File: src/hdl/i2cmts_pkg.sv
// Shared types and constants for the I2C master transaction sequencer.
// No dependencies; imported by the decode, queue and top-level modules.
package i2cmts_pkg;

   // Command codes carried by one request transaction
   typedef enum logic [2:0] {
      CMD_BEGIN   = 3'd0,
      CMD_END     = 3'd1,
      CMD_REQUEST = 3'd2,
      CMD_WRITE   = 3'd3,
      CMD_READ    = 3'd4
   } cmd_type;

   // Bus operation codes carried by one response transaction
   typedef enum logic [2:0] {
      OP_START = 3'd0,
      OP_WRITE = 3'd1,
      OP_READ  = 3'd2,
      OP_STOP  = 3'd3,
      OP_DONE  = 3'd4
   } op_type;

   // Sequencer phase
   typedef enum logic [1:0] {
      PH_INIT    = 2'd0,
      PH_WRITE   = 2'd1,
      PH_READ    = 2'd2,
      PH_STOPPED = 2'd3
   } phase_type;

   localparam logic [2:0] NACK_ADDR    = 3'b010;
   localparam logic [2:0] NACK_DATA    = 3'b100;
   localparam logic       ADDR_RD_BIT  = 1'b1;
   localparam logic       ADDR_WR_BIT  = 1'b0;
   localparam logic [7:0] RET_STOPPED  = 8'hFF;
   localparam int         MAX_ITEMS    = 4;

   // One request transaction as held in the input register
   typedef struct packed {
      logic [2:0] command;
      logic [6:0] target_addr;
      logic [7:0] data_byte;
      logic [7:0] byte_count;
      logic       send_stop;
      logic       immediate_write;
      logic       address_ack;
      logic       data_ack;
      logic [7:0] read_value;
   } req_type;

   // One response transaction
   typedef struct packed {
      logic [2:0] bus_op;
      logic [7:0] bus_byte;
      logic       master_ack;
      logic [7:0] return_value;
      logic [2:0] status_bits;
      logic [7:0] bytes_left;
      logic       last;
   } rsp_type;

   // All responses caused by one request, with their count (1 to 4)
   typedef struct packed {
      rsp_type [MAX_ITEMS-1:0] items;
      logic [2:0]              count;
   } batch_type;

   // Sequencer state
   typedef struct packed {
      phase_type  phase;
      logic [6:0] slave_address;
      logic [7:0] remaining_count;
      logic       stop_after_read;
      logic [2:0] nack_status;
   } seq_state_type;

endpackage

File: src/hdl/i2cmts_decode.sv
// Command decode: turns one registered request and the current sequencer
// state into its batch of response transactions and the next state. Uses i2cmts_pkg.
module i2cmts_decode (
   input  i2cmts_pkg::req_type       req,
   input  i2cmts_pkg::seq_state_type cur,
   output i2cmts_pkg::seq_state_type nxt,
   output i2cmts_pkg::batch_type     batch
);
   import i2cmts_pkg::*;

   always_comb begin
      logic [1:0] n;
      logic [7:0] ret;
      logic       ok;
      rsp_type    bus;

      nxt   = cur;
      batch = '0;
      n     = 2'd0;
      ret   = 8'd0;
      ok    = 1'b1;
      bus   = '0;

      case (req.command)
         CMD_BEGIN: begin
            nxt.slave_address   = req.target_addr;
            bus = '0; bus.bus_op = OP_START;
            batch.items[n] = bus; n = n + 2'd1;
            nxt.remaining_count = 8'd1;
            nxt.phase           = PH_INIT;
            nxt.stop_after_read = 1'b0;
            nxt.nack_status     = 3'd0;
            if (req.immediate_write) begin
               bus = '0; bus.bus_op = OP_WRITE;
               bus.bus_byte = {req.target_addr, ADDR_WR_BIT};
               batch.items[n] = bus; n = n + 2'd1;
               if (!req.address_ack) nxt.nack_status = nxt.nack_status | NACK_ADDR;
               nxt.phase = PH_WRITE;
            end
            ret = 8'd0;
         end
         CMD_END: begin
            if (cur.phase == PH_INIT) begin
               bus = '0; bus.bus_op = OP_WRITE;
               bus.bus_byte = {cur.slave_address, ADDR_RD_BIT};
               batch.items[n] = bus; n = n + 2'd1;
               if (!req.address_ack) nxt.nack_status = nxt.nack_status | NACK_ADDR;
            end
            bus = '0; bus.bus_op = OP_STOP;
            batch.items[n] = bus; n = n + 2'd1;
            nxt.phase = PH_STOPPED;
            ret = {5'd0, nxt.nack_status};
         end
         CMD_REQUEST: begin
            nxt.slave_address   = req.target_addr;
            nxt.remaining_count = req.byte_count;
            if (req.send_stop) nxt.stop_after_read = 1'b1;
            if (cur.phase == PH_STOPPED) begin
               bus = '0; bus.bus_op = OP_START;
               batch.items[n] = bus; n = n + 2'd1;
               nxt.phase = PH_INIT;
            end
            if (nxt.phase == PH_INIT) begin
               // send the read address
               bus = '0; bus.bus_op = OP_WRITE;
               bus.bus_byte = {req.target_addr, ADDR_RD_BIT};
               batch.items[n] = bus; n = n + 2'd1;
               nxt.phase = PH_READ;
               if (!req.address_ack) begin
                  nxt.nack_status = nxt.nack_status | NACK_ADDR;
                  bus = '0; bus.bus_op = OP_STOP;
                  batch.items[n] = bus; n = n + 2'd1;
                  nxt.phase           = PH_STOPPED;
                  nxt.remaining_count = 8'd0;
               end
            end
            ret = nxt.remaining_count;
         end
         CMD_WRITE: begin
            if (cur.phase == PH_INIT) begin
               bus = '0; bus.bus_op = OP_WRITE;
               bus.bus_byte = {cur.slave_address, ADDR_WR_BIT};
               batch.items[n] = bus; n = n + 2'd1;
               if (!req.address_ack) begin
                  nxt.nack_status = nxt.nack_status | NACK_ADDR;
                  ok = 1'b0;
               end else begin
                  nxt.phase = PH_WRITE;
               end
            end
            if (ok) begin
               bus = '0; bus.bus_op = OP_WRITE;
               bus.bus_byte = req.data_byte;
               batch.items[n] = bus; n = n + 2'd1;
               if (!req.data_ack) nxt.nack_status = nxt.nack_status | NACK_DATA;
               ret = {7'd0, req.data_ack};
            end
         end
         CMD_READ: begin
            if (cur.phase == PH_STOPPED) begin
               ret = RET_STOPPED;
            end else begin
               if (cur.phase == PH_INIT) begin
                  // send the read address
                  bus = '0; bus.bus_op = OP_WRITE;
                  bus.bus_byte = {cur.slave_address, ADDR_RD_BIT};
                  batch.items[n] = bus; n = n + 2'd1;
                  nxt.phase = PH_READ;
                  if (!req.address_ack) begin
                     nxt.nack_status = nxt.nack_status | NACK_ADDR;
                     bus = '0; bus.bus_op = OP_STOP;
                     batch.items[n] = bus; n = n + 2'd1;
                     nxt.phase           = PH_STOPPED;
                     nxt.remaining_count = 8'd0;
                     ok = 1'b0;
                  end
               end
               if (ok) begin
                  nxt.remaining_count = cur.remaining_count - 8'd1;
                  bus = '0; bus.bus_op = OP_READ;
                  bus.master_ack = (nxt.remaining_count != 8'd0);
                  batch.items[n] = bus; n = n + 2'd1;
                  if (nxt.remaining_count == 8'd0 && cur.stop_after_read) begin
                     bus = '0; bus.bus_op = OP_STOP;
                     batch.items[n] = bus; n = n + 2'd1;
                     nxt.phase = PH_STOPPED;
                  end
                  ret = req.read_value;
               end
            end
         end
         default: begin
            ret = 8'd0;
         end
      endcase

      // close with the done transaction
      bus = '0;
      bus.bus_op       = OP_DONE;
      bus.return_value = ret;
      bus.status_bits  = nxt.nack_status;
      bus.bytes_left   = nxt.remaining_count;
      bus.last         = 1'b1;
      batch.items[n]   = bus;
      batch.count      = {1'b0, n} + 3'd1;
   end

endmodule

File: src/hdl/i2cmts_rsp_queue.sv
// Response queue: holds the batch of one command and hands it out one
// transaction per cycle on the rsp_ channel while rsp_ready is high. Uses i2cmts_pkg.
module i2cmts_rsp_queue (
   input  logic                  clock,
   input  logic                  reset,
   input  logic                  load,
   input  i2cmts_pkg::batch_type batch,
   output logic                  free,
   output logic                  rsp_valid,
   input  logic                  rsp_ready,
   output i2cmts_pkg::rsp_type   rsp_item
);
   import i2cmts_pkg::*;

   rsp_type [MAX_ITEMS-1:0] items_ff, items_in;
   logic [2:0]              cnt_ff, cnt_in;
   logic [1:0]              idx_ff, idx_in;
   logic                    last_out;

   assign rsp_valid = (cnt_ff != 3'd0);
   assign rsp_item  = items_ff[idx_ff];
   assign last_out  = ({1'b0, idx_ff} == (cnt_ff - 3'd1));
   // take a new batch when empty or when the final item leaves this cycle
   assign free      = !rsp_valid || (rsp_ready && last_out);

   always_comb begin
      items_in = items_ff;
      cnt_in   = cnt_ff;
      idx_in   = idx_ff;
      if (rsp_valid && rsp_ready) begin
         if (last_out) begin
            cnt_in = 3'd0;
            idx_in = 2'd0;
         end else begin
            idx_in = idx_ff + 2'd1;
         end
      end
      if (load) begin
         items_in = batch.items;
         cnt_in   = batch.count;
         idx_in   = 2'd0;
      end
   end

   always_ff @(posedge clock) begin
      items_ff <= items_in;
      if (reset) begin
         cnt_ff <= 3'd0;
         idx_ff <= 2'd0;
      end else begin
         cnt_ff <= cnt_in;
         idx_ff <= idx_in;
      end
   end

endmodule

File: src/hdl/i2c_master_transaction_sequencer_top.sv
// Top level of the byte-level I2C master transaction sequencer.
// Depends on i2cmts_pkg, i2cmts_decode and i2cmts_rsp_queue.
//
// Each request transaction is one software command; it yields one to four
// response transactions (bus operations, then a command-done item with
// last set), given out one per cycle while rsp_ready is high. A command is
// registered on accept, decoded combinationally and moved into the response
// queue once the queue is free; its first response is valid once loaded there.
// The queue sets the pace: a command holds it until all its responses (1 to 4)
// are taken, and the next command is taken while the current batch drains.
module i2c_master_transaction_sequencer_top (
   input  logic       clock,
   input  logic       reset,
   input  logic       req_valid,
   output logic       req_ready,
   input  logic [2:0] req_command,
   input  logic [6:0] req_target_addr,
   input  logic [7:0] req_data_byte,
   input  logic [7:0] req_byte_count,
   input  logic       req_send_stop,
   input  logic       req_immediate_write,
   input  logic       req_address_ack,
   input  logic       req_data_ack,
   input  logic [7:0] req_read_value,
   output logic       rsp_valid,
   input  logic       rsp_ready,
   output logic [2:0] rsp_bus_op,
   output logic [7:0] rsp_bus_byte,
   output logic       rsp_master_ack,
   output logic [7:0] rsp_return_value,
   output logic [2:0] rsp_status_bits,
   output logic [7:0] rsp_bytes_left,
   output logic       rsp_last
);
   import i2cmts_pkg::*;

   req_type       req_ff, req_in;
   logic          req_vld_ff, req_vld_in;
   seq_state_type state_ff, state_in, state_nxt;
   batch_type     batch;
   rsp_type       rsp_item;
   logic          q_free;
   logic          xfer;

   // move the held transaction into the queue when it has room
   assign xfer      = req_vld_ff && q_free;
   assign req_ready = !req_vld_ff || xfer;

   always_comb begin
      req_in     = req_ff;
      req_vld_in = req_vld_ff;
      if (xfer) req_vld_in = 1'b0;
      if (req_valid && req_ready) begin
         req_vld_in             = 1'b1;
         req_in.command         = req_command;
         req_in.target_addr     = req_target_addr;
         req_in.data_byte       = req_data_byte;
         req_in.byte_count      = req_byte_count;
         req_in.send_stop       = req_send_stop;
         req_in.immediate_write = req_immediate_write;
         req_in.address_ack     = req_address_ack;
         req_in.data_ack        = req_data_ack;
         req_in.read_value      = req_read_value;
      end
   end

   // advance the sequencer state on each transfer
   assign state_in = xfer ? state_nxt : state_ff;

   always_ff @(posedge clock) begin
      req_ff <= req_in;
      if (reset) begin
         req_vld_ff <= 1'b0;
         state_ff   <= '{phase: PH_STOPPED, slave_address: 7'd0,
                         remaining_count: 8'd0, stop_after_read: 1'b0,
                         nack_status: 3'd0};
      end else begin
         req_vld_ff <= req_vld_in;
         state_ff   <= state_in;
      end
   end

   i2cmts_decode u_decode (
      .req   (req_ff),
      .cur   (state_ff),
      .nxt   (state_nxt),
      .batch (batch)
   );

   i2cmts_rsp_queue u_rsp_queue (
      .clock     (clock),
      .reset     (reset),
      .load      (xfer),
      .batch     (batch),
      .free      (q_free),
      .rsp_valid (rsp_valid),
      .rsp_ready (rsp_ready),
      .rsp_item  (rsp_item)
   );

   assign rsp_bus_op       = rsp_item.bus_op;
   assign rsp_bus_byte     = rsp_item.bus_byte;
   assign rsp_master_ack   = rsp_item.master_ack;
   assign rsp_return_value = rsp_item.return_value;
   assign rsp_status_bits  = rsp_item.status_bits;
   assign rsp_bytes_left   = rsp_item.bytes_left;
   assign rsp_last         = rsp_item.last;

endmodule

File: config.mk
export PLATFORM = sky130hd
export DESIGN_NAME = i2c_master_transaction_sequencer_top
export DESIGN_NICKNAME = d
export VERILOG_FILES = /design/src/hdl/i2cmts_pkg.sv /design/src/hdl/i2cmts_decode.sv /design/src/hdl/i2cmts_rsp_queue.sv /design/src/hdl/i2c_master_transaction_sequencer_top.sv
export SDC_FILE = /design/constraint.sdc
export NUM_CORES = 1
export LEC_CHECK = 0
export ABC_AREA = 1
export BUFFER_PORTS_ARGS = -buffer_cell sky130_fd_sc_hd__buf_4
export CORE_UTILIZATION = 50
export DETAILED_ROUTE_END_ITERATION = 6
export PLACE_DENSITY = 0.78
export SLEW_MARGIN = 20
export SYNTH_ARGS = -nofsm -noshare
export SYNTH_HDL_FRONTEND = slang
export SYNTH_SLANG_ARGS = --single-unit
File: constraint.sdc
create_clock -name clock -period 3.3 [get_ports clock]
set_clock_uncertainty 0.05 [all_clocks]
set_input_delay 0.165 -clock clock [delete_from_list [all_inputs] [get_ports clock]]
set_output_delay 0.165 -clock clock [all_outputs]
set_load 0.05 [all_outputs]
==> results.sh, run 1 <==
export IMPL_grt_max_degree=62
export IMPL_diodes=0
export IMPL_core_area_sq_um=16100
export IMPL_r2r_end="u_rsp_queue.items_ff[110]"
export IMPL_gr_total_overflow=0
export IMPL_yosys_area_top_type="edfxtp_1"
export IMPL_synth_seq_area_share=0.588
export IMPL_postCtsSetupBuffers=0
export IMPL_fin_crit_sh=0.937
export IMPL_timing_final_crit_period_ps=3090
export IMPL_wl_mm=20.1
export IMPL_cts_max_level=4
export IMPL_antenna_left=0
export IMPL_die_height_um=131
export IMPL_synth_edf_count=146
export IMPL_num_rows=46
export IMPL_highest_layer="met4"
export IMPL_syn_inst=876
export IMPL_dp_hpwl_mm=13.2
export IMPL_whs_path_depth=2
export IMPL_clk_pin_slew_ps=70
export IMPL_vias_per_cell=5.42
export IMPL_yosys_warnings=0
export IMPL_gp_congestion=0.922
export IMPL_cts_buffers=17
export IMPL_cap_violations=0
export IMPL_fmax_mhz=323
export IMPL_drc=0
export IMPL_wl_met3_mm=1.41
export IMPL_vdd_drop_max_mv=0.370
export IMPL_stdcell_count=1235
export IMPL_power_leakage_uw=0.00430
export IMPL_antenna_found_initial=0
export IMPL_layout_nets=1069
export IMPL_firstDrtPassIters=7
export IMPL_crit_fanout=13
export IMPL_startpoint_type="flip-flop"
export IMPL_yosysUniqueCellTypes=50
export IMPL_grt_usage=0.242
export IMPL_holdPathEnd="req_ff[27]"
export IMPL_cts_tree="done"
export IMPL_required_ps=3530
export IMPL_hp_start="req_data_byte[7]"
export IMPL_cts_root_buf="clkbuf_16"
export IMPL_slew_violations=0
export IMPL_p_comb_frac=0.190
export IMPL_clock_path_buffers=2
export IMPL_dieArea_sq_um=17300
export IMPL_finalHoldViolCount=0
export IMPL_swShare=0.294
export IMPL_dp_cells=1162
export IMPL_start_util=0.520
export IMPL_drive_gt1_frac=0.170
export IMPL_synth_area_leaders="edfxtp_1, nor2_1, dfxtp_1"
export IMPL_r2r_start="state_ff[4]"
export IMPL_status="finished, final reports clean"
export IMPL_clock_latency_ps=440
export IMPL_reg2reg_slack_ps=210
export IMPL_setup_tns_ps=0
export IMPL_wl_per_cell_um=16.2
export IMPL_reg2reg_depth=16
export IMPL_rsz0062_at_grt="no"
export IMPL_tightest_slew_ps=774
export IMPL_synth_common_cells="nor2_1, edfxtp_1, nand2_1, inv_1, o21ai_0"
export IMPL_cell_internal_pwr_uw=4120
export IMPL_finalSetupViolCount=0
export IMPL_io_buffers=75
export IMPL_met1_length_mm=8.56
export IMPL_vias=6698
export IMPL_power_switching_uw=1710
export IMPL_numClockSinks=173
export IMPL_drtIter0Drc=713
export IMPL_grt_pass1_vias=6444
export IMPL_yosysMostFrequentCell="nor2_1"
export IMPL_slew_headroom=0.478
export IMPL_power_density_nw_per_um2=565
export IMPL_syn_area_sq_um=8370
export IMPL_path_class="flip-flop to flip-flop"
export IMPL_grt_pass1_wl_mm=32.5
export IMPL_clockPowerShare=0.357
export IMPL_yosysTopAreaCellShare=0.524
export IMPL_seqPwrFrac=0.453
export IMPL_crit_arrival_ps=3330
export IMPL_dieWidth_um=131
export IMPL_power_total_uw=5830
export IMPL_ios=76
export IMPL_ys_ff_latch=173
export IMPL_synth_area_per_cell_sq_um=9.56
export IMPL_finalCoreUtilization=0.640
export IMPL_cp_end_kind="flip-flop"
export IMPL_synth_ff_type="edfxtp_1"
export IMPL_hold_class="input port to flip-flop"
export IMPL_wl_met2_mm=9.80
export IMPL_async_flop_share=0
export IMPL_area_growth_syn_to_layout_pct=23.2
kinds of logic after synthesis:
logic type	count (synthesis)	share of synthesized area
buf+inv	141	0.0684
fa+ha+maj	21	0.0314
other cells	1	0.000448
simple gates	348	0.178
compound gates	189	0.131
xor+xnor	3	0.00314
flops	173	0.588
state kept, by name, summed over array words and instances, names as in the netlist:
name / count
req_vld_ff: 1
u_rsp_queue.cnt_ff: 3
u_rsp_queue.idx_ff: 2
req_ff: 38
state_ff: 21
u_rsp_queue.items_ff: 108
layout make-up:
type / instances / area [sq um]
Timing Repair Buffer: 141 / 1190
Sequential cell: 173 / 4920
Clock buffer: 18 / 429
Inverter: 110 / 418
Fill cell: 1294 / 5800
Multi-Input combinational cell: 563 / 2910
Clock inverter: 14 / 183
Tap cell: 216 / 270
routing by layer:
layer / vias to the layer above / global-route usage
met5: - / 0
met2: 298 / 0.401
li1: 3232 / -
met3: 31 / 0.0521
met1: 3137 / 0.311
met4: 0 / 0.0872
critical path, cell delays in order, from the launching register on:
cell and delay (ps):
dfxtp_1 380, inv_1 120, ha_1 230, inv_1 90, nor2_2 60, inv_1 80
nand3_1 80, nor2_1 140, nand2_1 80, nor2_2 120, nand3_2 80, inv_1 120
ha_1 270, o21bai_4 170, ha_1 360, inv_1 320, nor2_1 210
power groups by stage:
stage | clock network [uW] | registers [uW] | logic [uW]
floorplan | 0 | 2670 | 725
global placement | 0 | 2680 | 1040
detailed placement | 0 | 2690 | 1050
CTS | 2100 | 2640 | 1100
global route | 2180 | 2660 | 1200
finish | 2080 | 2650 | 1110
through the flow:
step	setup slack (ps)	hold WS, ps	cell area [sq um]
global route	7.21	392	10300
CTS	61.9	385	10300
detailed placement	84.7	294	9270
global placement	162	293	9270
floorplan	285	184	8380
finish	207	381	10300
cell usage in the layout, fill, tap and decap left out, types with 4 or more instances in the layout:
| cell | instances |
|---|---|
| nand2_2 | 5 |
| a221oi_1 | 5 |
| edfxtp_1 | 146 |
| nand3_1 | 30 |
| nand2_1 | 114 |
| clkinvlp_4 | 4 |
| inv_2 | 6 |
| o21ai_0 | 88 |
| nor2_4 | 4 |
| inv_1 | 100 |
| dfxtp_1 | 27 |
| o22ai_1 | 27 |
| buf_4 | 98 |
| ha_1 | 21 |
| nand4_1 | 4 |
| clkbuf_16 | 17 |
| a21oi_2 | 4 |
| nor2_2 | 9 |
| dlygate4sd3_1 | 41 |
| nor3_1 | 4 |
| nor2_1 | 169 |
| o21a_1 | 4 |
| a21oi_1 | 34 |
| a31oi_1 | 5 |
| o21ai_1 | 5 |
how the worst max path moves through the flow:
stage | slack, ps | cells after the start | to | from
finish | 210 | 16 | u_rsp_queue.items_ff[110] | state_ff[4]
floorplan | 280 | 18 | u_rsp_queue.items_ff[10] | state_ff[4]
global route | 7 | 19 | u_rsp_queue.items_ff[29] | state_ff[4]
CTS | 60 | 16 | u_rsp_queue.items_ff[110] | state_ff[4]
global placement | 160 | 18 | u_rsp_queue.items_ff[20] | state_ff[4]
detailed placement | 80 | 16 | u_rsp_queue.items_ff[110] | state_ff[4]
what timing repair did:
item,in CTS,in global routing
setup endpoints to repair,0,73
hold buffers,41,0
gates resized for setup,0,7
hold endpoints to repair,44,0
Note: power is estimated with default switching activity, not from simulation.
==> run 2: changes to the inputs <==
Settings changed: MAX_ROUTING_LAYER from default to met4.
==> results.sh, run 2 (synthesis gave the netlist of run 1 again) <==
export IMPL_vdd_drop_max_mv=0.395
export IMPL_cts_root_buf="clkbuf_16"
export IMPL_fin_crit_sh=0.918
export IMPL_status="finished, final reports clean"
export IMPL_gr_total_overflow=0
export IMPL_num_rows=46
export IMPL_finalSetupViolCount=0
export IMPL_finalCoreUtilization=0.639
export IMPL_antenna_left=0
export IMPL_start_util=0.520
export IMPL_crit_arrival_ps=3250
export IMPL_finalHoldViolCount=0
export IMPL_path_cells="inv_1 > ha_1 > inv_1 > nor2_2 > inv_1 > nand3_1 > nor2_1 > nand2_1 > nor2_2 > nand3_2 > inv_1 > ha_1 > o21bai_4 > inv_1 > ha_1 > inv_1 > buf_12 > o21ai_0 > a21oi_1"
export IMPL_diodes=0
export IMPL_firstDrtPassIters=7
export IMPL_cap_violations=0
export IMPL_slew_headroom=0.486
export IMPL_cts_tree="done"
export IMPL_wl_mm=20.0
export IMPL_grt_max_degree=62
export IMPL_swShare=0.297
export IMPL_wl_per_cell_um=16.2
export IMPL_dp_hpwl_mm=13.4
export IMPL_drc=0
export IMPL_cp_common_cell="inv_1"
export IMPL_largest_reg_flops=108
export IMPL_timing_final_crit_period_ps=3030
export IMPL_io_buffers=75
export IMPL_final_common_cell="nor2_1"
export IMPL_clock_path_buffers=2
export IMPL_clockPowerShare=0.348
export IMPL_grt_pass1_wl_mm=32.3
export IMPL_cts_buffers=17
export IMPL_fmax_mhz=330
export IMPL_grt_usage=0.248
export IMPL_seqPwrFrac=0.459
export IMPL_p_comb_frac=0.194
export IMPL_antenna_found_initial=0
export IMPL_stdcell_count=1236
export IMPL_max_stage_delay_ps=370
export IMPL_drive_gt1_frac=0.171
export IMPL_required_ps=3520
export IMPL_final_cell_mix="nor2_1, edfxtp_1, nand2_1, inv_1, buf_4"
export IMPL_die_height_um=131
export IMPL_startpoint_type="flip-flop"
export IMPL_layout_nets=1070
export IMPL_drtIter0Drc=703
export IMPL_core_area_sq_um=16100
export IMPL_clock_latency_ps=430
export IMPL_power_switching_uw=1710
export IMPL_tightest_slew_ps=763
export IMPL_cp_top_family="buffers and inverters"
export IMPL_cell_internal_pwr_uw=4050
export IMPL_clk_pin_slew_ps=70
export IMPL_dp_cells=1163
export IMPL_area_growth_syn_to_layout_pct=23.0
export IMPL_vias=6649
export IMPL_path_class="flip-flop to flip-flop"
export IMPL_grt_pass1_vias=6349
export IMPL_postCtsSetupBuffers=0
export IMPL_power_density_nw_per_um2=560
export IMPL_dieArea_sq_um=17300
export IMPL_slowest_stage="dfxtp_1"
export IMPL_crit_fanout=14
export IMPL_regMostFlops="u_rsp_queue.items_ff"
export IMPL_ios=76
export IMPL_gp_congestion=0.938
export IMPL_numClockSinks=173
export IMPL_crit_buf_inv=7
export IMPL_top_regs="u_rsp_queue.items_ff x108, req_ff x38, state_ff x21"
export IMPL_dieWidth_um=131
export IMPL_vias_per_cell=5.38
export IMPL_slew_violations=0
export IMPL_hold_class="input port to flip-flop"
export IMPL_cts_max_level=4
export IMPL_power_leakage_uw=0.00431
export IMPL_cp_end_kind="flip-flop"
[run 2: cell count changes in the layout (fill, tap and decap cells not counted), sizes merged]
| cell | before | now |
|---|---|---|
| clkinv | 6 | 10 |
| clkinvlp | 4 | 0 |
| buf | 100 | 101 |
| bufinv | 3 | 2 |
| inv | 111 | 112 |
[run 2: tightest hold or removal path, delay by kind of cell]
family	cells	cell delay (ps)
AND/OR/NAND/NOR	1	70
buffers and inverters	3	400
[run 2: metrics by stage]
| stage | total power (uW) | TNS (ps) | worst slack, ps | hold slack, ps | cell area, sq um |
|---|---|---|---|---|---|
| global route | 5980 | -0.0731 | -0.0731 | 386 | 10300 |
| finish | 5770 | 0 | 271 | 385 | 10300 |
| detailed placement | 3750 | 0 | 123 | 294 | 9280 |
| global placement | 3720 | 0 | 176 | 293 | 9280 |
| CTS | 5770 | 0 | 80.3 | 381 | 10300 |
| floorplan | 3390 | 0 | 285 | 184 | 8380 |
[run 2: what timing repair did]
action                                 4_1_cts  5_1_grt
resized for setup                            0        7
endpoints found under the hold margin       44        0
hold buffers                                41        0
setup endpoints to repair                    0       83
[run 2: metal layers]
metal  vias up  GRT usage  part of all wire
met2       258      0.382              0.47
met4         0     0.0943             0.021
met1      3115      0.325              0.44
li1       3241          -                 -
met3        35     0.0459             0.068
met5         -          -                 0
[run 2: power groups by stage]
stage                     sequential, uW  combinational, uW  clock [uW]
after floorplan                     2670                725           0
after global placement              2680               1040           0
after detailed placement            2690               1060           0
after CTS                           2640               1100        2020
after global routing                2660               1210        2110
final                               2640               1120        2010
[run 2: path summary, 6_finish.rpt]
| kind | cells after the start | from | slack, ps | endpoint |
|---|---|---|---|---|
| setup / recovery | 19 | state_ff[4] | 270 | u_rsp_queue.items_ff[94] |
| hold / removal | 4 | req_valid | 390 | req_ff[27] |
| setup reg to reg | 19 | state_ff[4] | 270 | u_rsp_queue.items_ff[94] |
| hold reg to reg | 2 | state_ff[0] | 450 | state_ff[0] |
[run 2: final cells by class]
class / instances / area (sq um)
Fill cell: 1294 / 5810
Sequential cell: 173 / 4920
Multi-Input combinational cell: 563 / 2910
Timing Repair Buffer: 142 / 1190
Clock buffer: 18 / 429
Inverter: 110 / 418
Tap cell: 216 / 270
Clock inverter: 14 / 159
==> run 3: changes to the inputs <==
Settings changed: ABC_AREA 1 to default.
==> results.sh, run 3 <==
export IMPL_grt_pass1_wl_mm=32.4
export IMPL_timing_final_crit_period_ps=3180
export IMPL_cts_tree="done"
export IMPL_yosysTopAreaCellShare=0.524
export IMPL_cp_common_cell="ha_1"
export IMPL_seqPwrFrac=0.465
export IMPL_critical_path_depth=13
export IMPL_num_rows=46
export IMPL_cts_max_level=4
export IMPL_r2r_start="state_ff[4]"
export IMPL_path_class="flip-flop to flip-flop"
export IMPL_synth_area_leaders="edfxtp_1, dfxtp_1, mux4_2"
export IMPL_vias_per_cell=5.81
export IMPL_stdcell_count=1042
export IMPL_largest_reg_flops=108
export IMPL_ys_ff_latch=173
export IMPL_reg2reg_slack_ps=120
export IMPL_gr_total_overflow=0
export IMPL_dp_hpwl_mm=13.8
export IMPL_crit_fanout=7
export IMPL_power_switching_uw=1500
export IMPL_tightest_slew_ps=798
export IMPL_cts_root_buf="clkbuf_16"
export IMPL_clockPowerShare=0.365
export IMPL_syn_inst=679
export IMPL_async_flop_share=0
export IMPL_power_density_nw_per_um2=534
export IMPL_required_ps=3530
export IMPL_grt_usage=0.254
export IMPL_cap_violations=0
export IMPL_layout_nets=876
export IMPL_synth_edf_count=146
export IMPL_startpoint_type="flip-flop"
export IMPL_design_area_sq_um=10500
export IMPL_power_total_uw=5590
export IMPL_yosys_area_top_type="edfxtp_1"
export IMPL_r2r_end="u_rsp_queue.items_ff[26]"
export IMPL_wl_mm=20.4
export IMPL_vdd_drop_max_mv=0.371
export IMPL_clock_latency_ps=430
export IMPL_path_cells="buf_4 > or3_1 > nand3_1 > and2_4 > nor4_4 > ha_1 > o221ai_2 > inv_1 > ha_1 > nand2b_1 > a2111o_1 > a31oi_4 > o2bb2ai_2"
export IMPL_crit_buf_inv=2
export IMPL_p_comb_frac=0.170
export IMPL_antenna_left=0
export IMPL_startpoint="state_ff[4]"
export IMPL_fmax_mhz=315
export IMPL_reg2reg_depth=13
export IMPL_firstDrtPassIters=5
export IMPL_clock_path_buffers=2
export IMPL_syn_area_sq_um=8370
export IMPL_yosysMostFrequentCell="edfxtp_1"
export IMPL_drc=0
export IMPL_dpl_instance_area_sq_um=9400
export IMPL_numClockSinks=173
export IMPL_final_common_cell="edfxtp_1"
export IMPL_finalSetupViolCount=0
export IMPL_area_growth_syn_to_layout_pct=25.1
export IMPL_top_regs="u_rsp_queue.items_ff x108, req_ff x38, state_ff x21"
export IMPL_cts_buffers=17
export IMPL_io_buffers=75
export IMPL_crit_arrival_ps=3410
export IMPL_cp_end_kind="flip-flop"
export IMPL_slowest_stage="a2111o_1"
export IMPL_die_height_um=131
export IMPL_antenna_found_initial=0
export IMPL_grt_pass1_vias=5989
export IMPL_wl_per_cell_um=19.6
export IMPL_fin_crit_sh=0.963
export IMPL_dp_cells=968
export IMPL_dieWidth_um=131
export IMPL_clk_pin_slew_ps=70
export IMPL_synth_ff_type="edfxtp_1"
export IMPL_diodes=0
export IMPL_cell_internal_pwr_uw=4090
export IMPL_start_util=0.519
export IMPL_finalCoreUtilization=0.650
export IMPL_dieArea_sq_um=17300
export IMPL_slew_violations=0
export IMPL_vias=6053
export IMPL_core_area_sq_um=16100
export IMPL_finalHoldViolCount=0
export IMPL_gp_congestion=0.907
export IMPL_synth_area_per_cell_sq_um=12.3
export IMPL_grt_max_degree=51
export IMPL_yosysUniqueCellTypes=68
export IMPL_ios=76
export IMPL_max_stage_delay_ps=410
export IMPL_synth_common_cells="edfxtp_1, nor2_1, nor2b_1, a21oi_1, and2_1"
export IMPL_drive_gt1_frac=0.238
export IMPL_power_leakage_uw=0.00385
export IMPL_crit_path_end="u_rsp_queue.items_ff[26]"
export IMPL_final_cell_mix="edfxtp_1, buf_4, nor2_1, nor2b_1, dlygate4sd3_1"
export IMPL_setup_tns_ps=0
export IMPL_swShare=0.268
export IMPL_yosys_warnings=0
export IMPL_synth_seq_area_share=0.589
export IMPL_status="finished, final reports clean"
export IMPL_regMostFlops="u_rsp_queue.items_ff"
export IMPL_hold_class="input port to flip-flop"
export IMPL_drtIter0Drc=443
export IMPL_cp_top_family="compound AO/OA/AOI/OAI gates"
export IMPL_slew_headroom=0.464
[run 3: final cells by class]
| type | instances | area, sq um |
|---|---|---|
| inverter | 24 | 90.1 |
| tap | 216 | 270 |
| fill | 1232 | 5650 |
| clock inverter | 13 | 164 |
| multi-input combinational | 439 | 3270 |
| sequential | 173 | 4930 |
| clock buffer | 19 | 433 |
| timing repair buffer | 158 | 1310 |
[run 3: cells by family (layout without fill, tap and decap cells)]
| group | after synthesis | after routing | share of synthesized area |
|---|---|---|---|
| buffers and inverters | 68 | 214 | 0.0327 |
| muxes | 34 | 34 | 0.0751 |
| xor gates and xnor gates | 4 | 4 | 0.00419 |
| DFF | 173 | 173 | 0.589 |
| other | 1 | 2 | 0.000448 |
| adders and majority gates | 21 | 21 | 0.0314 |
| AOI/OAI and AO/OA | 146 | 146 | 0.114 |
| and+or+nand+nor | 232 | 232 | 0.154 |
[run 3: routing by layer]
metal / up-vias / part of all wire / GRT usage / wire length [um]
met4: 0 / 0.015 / 0.0756 / 309
met1: 2968 / 0.42 / 0.320 / 8490
met3: 23 / 0.063 / 0.0417 / 1290
li1: 2796 / - / - / -
met2: 266 / 0.50 / 0.421 / 10300
met5: - / 0 / - / 0
[run 3: worst min-delay path, stage by stage]
cell,delay (ps)
buf_4,100
nand2_1,60
nand3b_1,80
a21oi_1,60
[run 3: timing repair]
action | in CTS | in global routing
endpoints found under the setup margin | 1 | 7
pin swaps | 0 | 4
setup buffers | 0 | 3
hold endpoints to repair | 39 | 0
hold buffers | 39 | 0
gates resized for setup | 1 | 10
[run 3: per-stage QoR]
| stage | setup WS (ps) | hold slack [ps] |
|---|---|---|
| after floorplan | 60.5 | 214 |
| after global placement | 163 | 293 |
| after detailed placement | 55.8 | 294 |
| after CTS | 29.1 | 29.0 |
| after global routing | -0.907 | 64.7 |
| final | 120 | 46.3 |
[run 3: how the worst min path moves through the flow]
stage | startpoint | endpoint | slack (ps) | depth (start not counted)
after floorplan | req_read_value[0] | req_ff[0] | 210 | 0
after detailed placement | req_send_stop | req_ff[11] | 290 | 1
after CTS | rsp_ready | u_rsp_queue.idx_ff[0] | 30 | 4
after global placement | req_data_byte[0] | req_ff[20] | 290 | 1
final | rsp_ready | u_rsp_queue.idx_ff[0] | 50 | 4
after global routing | reset | u_rsp_queue.cnt_ff[2] | 60 | 2
[run 3: power by group through the flow]
stage,combinational (uW),clock [uW],sequential (uW)
after CTS,930,2070,2600
after detailed placement,889,0,2640
after global routing,1010,2150,2610
after global placement,870,0,2630
after floorplan,600,0,2620
final,948,2040,2600
